--- config.mk ---
export PLATFORM = sky130hd
export DESIGN_NAME = gsh_ram
export DESIGN_NICKNAME = d
export VERILOG_FILES = /design/src/design/gsh_ram.sv
export SDC_FILE = /design/constraint.sdc
export NUM_CORES = 2
export LEC_CHECK = 0
export ABC_AREA = 1
export BUFFER_PORTS_ARGS = -buffer_cell sky130_fd_sc_hd__buf_2
export CAP_MARGIN = 20
export CORE_MARGIN = 3
export CORE_UTILIZATION = 44
export DETAILED_ROUTE_END_ITERATION = 6
export HOLD_SLACK_MARGIN = 0.12
export SYNTH_ARGS = -nofsm -noshare
export SYNTH_HDL_FRONTEND = slang
export SYNTH_SLANG_ARGS = --single-unit
--- constraint.sdc ---
create_clock -name clk -period 1.5 [get_ports clk]
set_input_delay 0.15 -clock clk [delete_from_list [all_inputs] [get_ports clk]]
set_output_delay 0.15 -clock clk [all_outputs]
set_load 0.01 [all_outputs]
--- src/design/gsh_ram.sv ---
// gsh_ram: generic simple dual-port ram, one write and one registered read per cycle
// no dependencies
`timescale 1ns / 1ps

module gsh_ram #(
  parameter int WIDTH = 8,
  parameter int DEPTH = 256,
  localparam int AW = $clog2(DEPTH)
) (
  input  logic             clk,
  input  logic             we,
  input  logic [AW-1:0]    waddr,
  input  logic [WIDTH-1:0] wdata,
  input  logic [AW-1:0]    raddr,
  output logic [WIDTH-1:0] rdata
);

  logic [WIDTH-1:0] mem [DEPTH];

  always_ff @(posedge clk) begin
    if (we) begin
      mem[waddr] <= wdata;
    end
    rdata <= mem[raddr];
  end

endmodule

; ---- Word level (Yosys, flattened, before mapping)
; Memories as Yosys holds them, arrays and structs flattened. A register that Yosys moved wholly into a read port is not among the register bits.
; Index checks and enable logic that the tools add are counted.
[classes]
n_lt_le_gt_ge = 0
bitwise = 0
eq_ne = 0
n_reduce_logical = 0
n_mul = 0
div_mod_pow = 0
addsub = 0
n_shift = 0
mux = 2
[op_table]
columns = operator, count
row1 = 1-bit 2-to-1 mux, 2
[totals]
mem_bits_rw = 2048
latchBits = 0
memories = 1
mem_bits_ro = 0
reg_bits = 0
out_inout_bits = 8
in_bits = 26
wordCells = 3
[mem_list]
columns = memory, words, word_bits, rd, rd_clocked_by_memory_dff, write_ports, line_no
row1 = mem, 256, 8, 1, 1, 1, 18  ; logic [WIDTH-1:0] mem [DEPTH];

; ---- Logic depth before layout (Yosys ltp)
[depth]
ltp_word = 2
depth_mapped = 15
mapped_depth_nobuf = 11

; ---- Worst setup path after synthesis
; Ideal clock, no wire load.
[synth_path]
path_type = in2reg
start = in we
end = mem mem[162][0], enable pin
t_arrival_ns = 1.271
setup_time_ns = 0.370
path_buffers = 2
cell_stages = 4
path_slack_ns = -0.141
required_time_ns = 1.130
path_cell_list = clkbuf_1 -> nand3_1 -> clkbuf_1 -> nor2_1
[synth_via]
elab_chain_cells = 2
[synth_lines]
columns = element, line_no
row1 = "start, declared", 11  ; input logic we,
row2 = 1-bit 2-to-1 mux, 21  ; if (we) begin
row3 = 1-bit 2-to-1 mux (not written as such), 22  ; mem[waddr] <= wdata;
row4 = "end, declared", 18
; Every way passes these cells.

; ---- Final worst setup path
[layout_path]
start = reg rdata[2], read port of mem
end = out rdata[2]
[layout_rtl]
columns = element, line_no
row1 = "start, declared", 15  ; output logic [WIDTH-1:0] rdata
; No word-level cell between the ends.

==> reports/results.ini <==
[grt]
grt_usage = 0.249
grt_pass1_wl_um = 362000
grt_max_degree = 78
grt_pass1_vias = 55400
antenna_found_initial = 1
globalRouteOverflowTotal = 0

[routing]
dr.pass1.iters = 5
wl_per_cell_um = 23.9
wl_met3_um = 18200
routedLengthMet1_um = 99700
wl_met2_um = 117000
route.antenna.remaining_nets = 0
vias = 57000
top_layer = met4
drc = 0
finalWirelength_um = 244000
vias_per_cell = 5.57
drtIter0Drc = 6030

[clocking]
clk_latency_ps = 850
htree_levels = 4
clock_sinks = 2056
clk_pin_slew_ps = 60
clockBufferDepth = 3
cts_tree = yes
cts_buffers = 210
cts-root-buf = clkbuf_16

[synthesis]
yosysUniqueCellTypes = 14
synth-seq-cells = 2056
synthMuxAreaShare = 0
synth-seq-area-share = 0.739
syn-num-nets = 7029
synth_top_area_cell = edfxtp_1
synth.avg_cell_area_um2 = 11.9
synth_compound_gate_area_share = 0
yosys-top-cells-count = nand2_1, edfxtp_1, nand3_1
ys_warn_count = 0
ys_async_sr_fraction = 0
synth_top_family_by_area = simple AND/OR/NAND/NOR gates
synth_edf_count = 2048
syn_area_mm2 = 0.0834
yosysMostFrequentCell = nand2_1
synthAdderAreaFrac = 0
synthFlopType = edfxtp_1
synthSimpleGateAreaFrac = 0.229
synth_xor_area_frac = 0
postSynthCellCount = 7003
synth_top_area_share = 0.737
synth_area_leaders = edfxtp_1, nand3_1, nand2_1

[sta]
max_freq_ghz = 0.650
slew_viol_final = 0
final_hold_viol_count = 0
rsz0062_at_grt = yes
setup_violations = 25
maxSlewHeadroom = 0.556
worst_slack_ps = -38.5
min_period_over_period = 1.03
finalCriticalPeriod_ps = 1540
tightest_slew_ps = 666
fin_skew_ps = 44.7

[cells_and_area]
n_fill_cell = 15500
drive_above_1_share = 0.196
areaGrowthSynthToFinish_pct = 22.8
stdcell_count = 10200
layout.nets = 7581
fin_area_mm2 = 0.102

[floorplanning]
die_h_um = 441
io_pins = 34
core_area_mm2 = 0.188
design.die.area_mm2 = 0.195
die_x_um = 441
rows = 159
start_util = 0.444

[outcome]
status = complete, but fails checks
failed_checks = setup timing

[job]
cap_viol_max_count = 0

[worst_setup_path]
cp_slowest_stage_delay_ps = 420
critPathLaunchType = flop
worstPathCellList = buf_6
crit_fanout = 1
crit_buf_inv = 1
critical_path_class = flop to output port
worstSetupEndpointType = output port
worstPathRequired_ps = 1350
slowest_stage = dfxtp_4
worstPathArrival_ps = 1390
cp_top_family = flip-flops

[placed_design]
port_buffers = 33
dp_cells = 9819
dpl_cell_area_mm2 = 0.0936
place_hpwl_um = 155000
routabilityCongestion = 0.926

[min_path]
holdCritPathClass = input pin to flop

[power]
p_per_area_mw_per_mm2 = 1210
max-vdd-ir-drop_v = 0.00104
p_leak_nw = 36.7

## cells in the final DEF (no fill, tap or decap), drive strengths merged
cell type,netlist,layout
buf,371,804
bufinv,0,14
clkbuf,112,271
clkinv,0,92
clkinvlp,0,6
dfxtp,8,8
diode,0,1
dlygate4sd3,0,19
edfxtp,2048,2048
inv,39,44
nand2,2123,2123
nand3,2019,2019
nor2,283,283
## final timing paths
check,from,end,slack [ps],cells past startpoint
max,rdata[2],rdata[2],-40,1
min,waddr[4],mem[165][1],200,5
max reg2reg,mem[137][0],rdata[0],-20,11
min reg2reg,mem[246][2],rdata[2],1020,10
## state kept, by name (all words and copies together) (netlist names)
signal / cells
mem: 2048
rdata: 8
## per-stage QoR
step / worst slack [ps] / hold slack (ps) / power, W / utilization / setup TNS, ps
floorplan: -133 / 249 / 0.0685 / - / -71390
global placement: -1040 / 518 / 0.0731 / 0.498 / -107460
detailed placement: -1030 / 517 / 0.0731 / 0.498 / -125650
CTS: -121 / 122 / 0.124 / 0.541 / -672
global route: -105 / 189 / 0.127 / 0.545 / -903
finish: -38.5 / 200 / 0.124 / 0.545 / -529
## routing by layer
layer / up-vias / track usage
met5: - / 0
met2: 2220 / 0.404
met1: 28300 / 0.339
li1: 26000 / -
met3: 445 / 0.0413
met4: 0 / 0.0952
## what timing repair did
action                                   CTS  global route
hold buffers                              19             0
resized for setup                        241           150
pin swaps                                 45            50
hold endpoints to repair                2096             0
endpoints found under the setup margin    16           142
buffers inserted                           0             0
## report_power, final
part | leakage [nW] | switching [W] | internal [W]
Combinational | 15.0 | 0.00622 | 0.00301
Sequential | 18.5 | 0.000101 | 0.0633
Clock | 3.26 | 0.0222 | 0.0288
## layout make-up
type,count,area [um^2],share of cell area
flip-flops and latches,2056,61700,0.602
multi-input cells,4425,21300,0.208
clock inverters,117,1150,0.0112
repair buffers,823,9450,0.0923
inverters,39,180,0.00176
clock buffers,271,5590,0.0545
well taps,2495,3120,0.0305
diodes,1,2.50,0.0000244
## cell families after synthesis
logic type | after synthesis
simple gates | 4425
flops | 2056
buf+inv | 522
(Power assumes the default switching activity.)
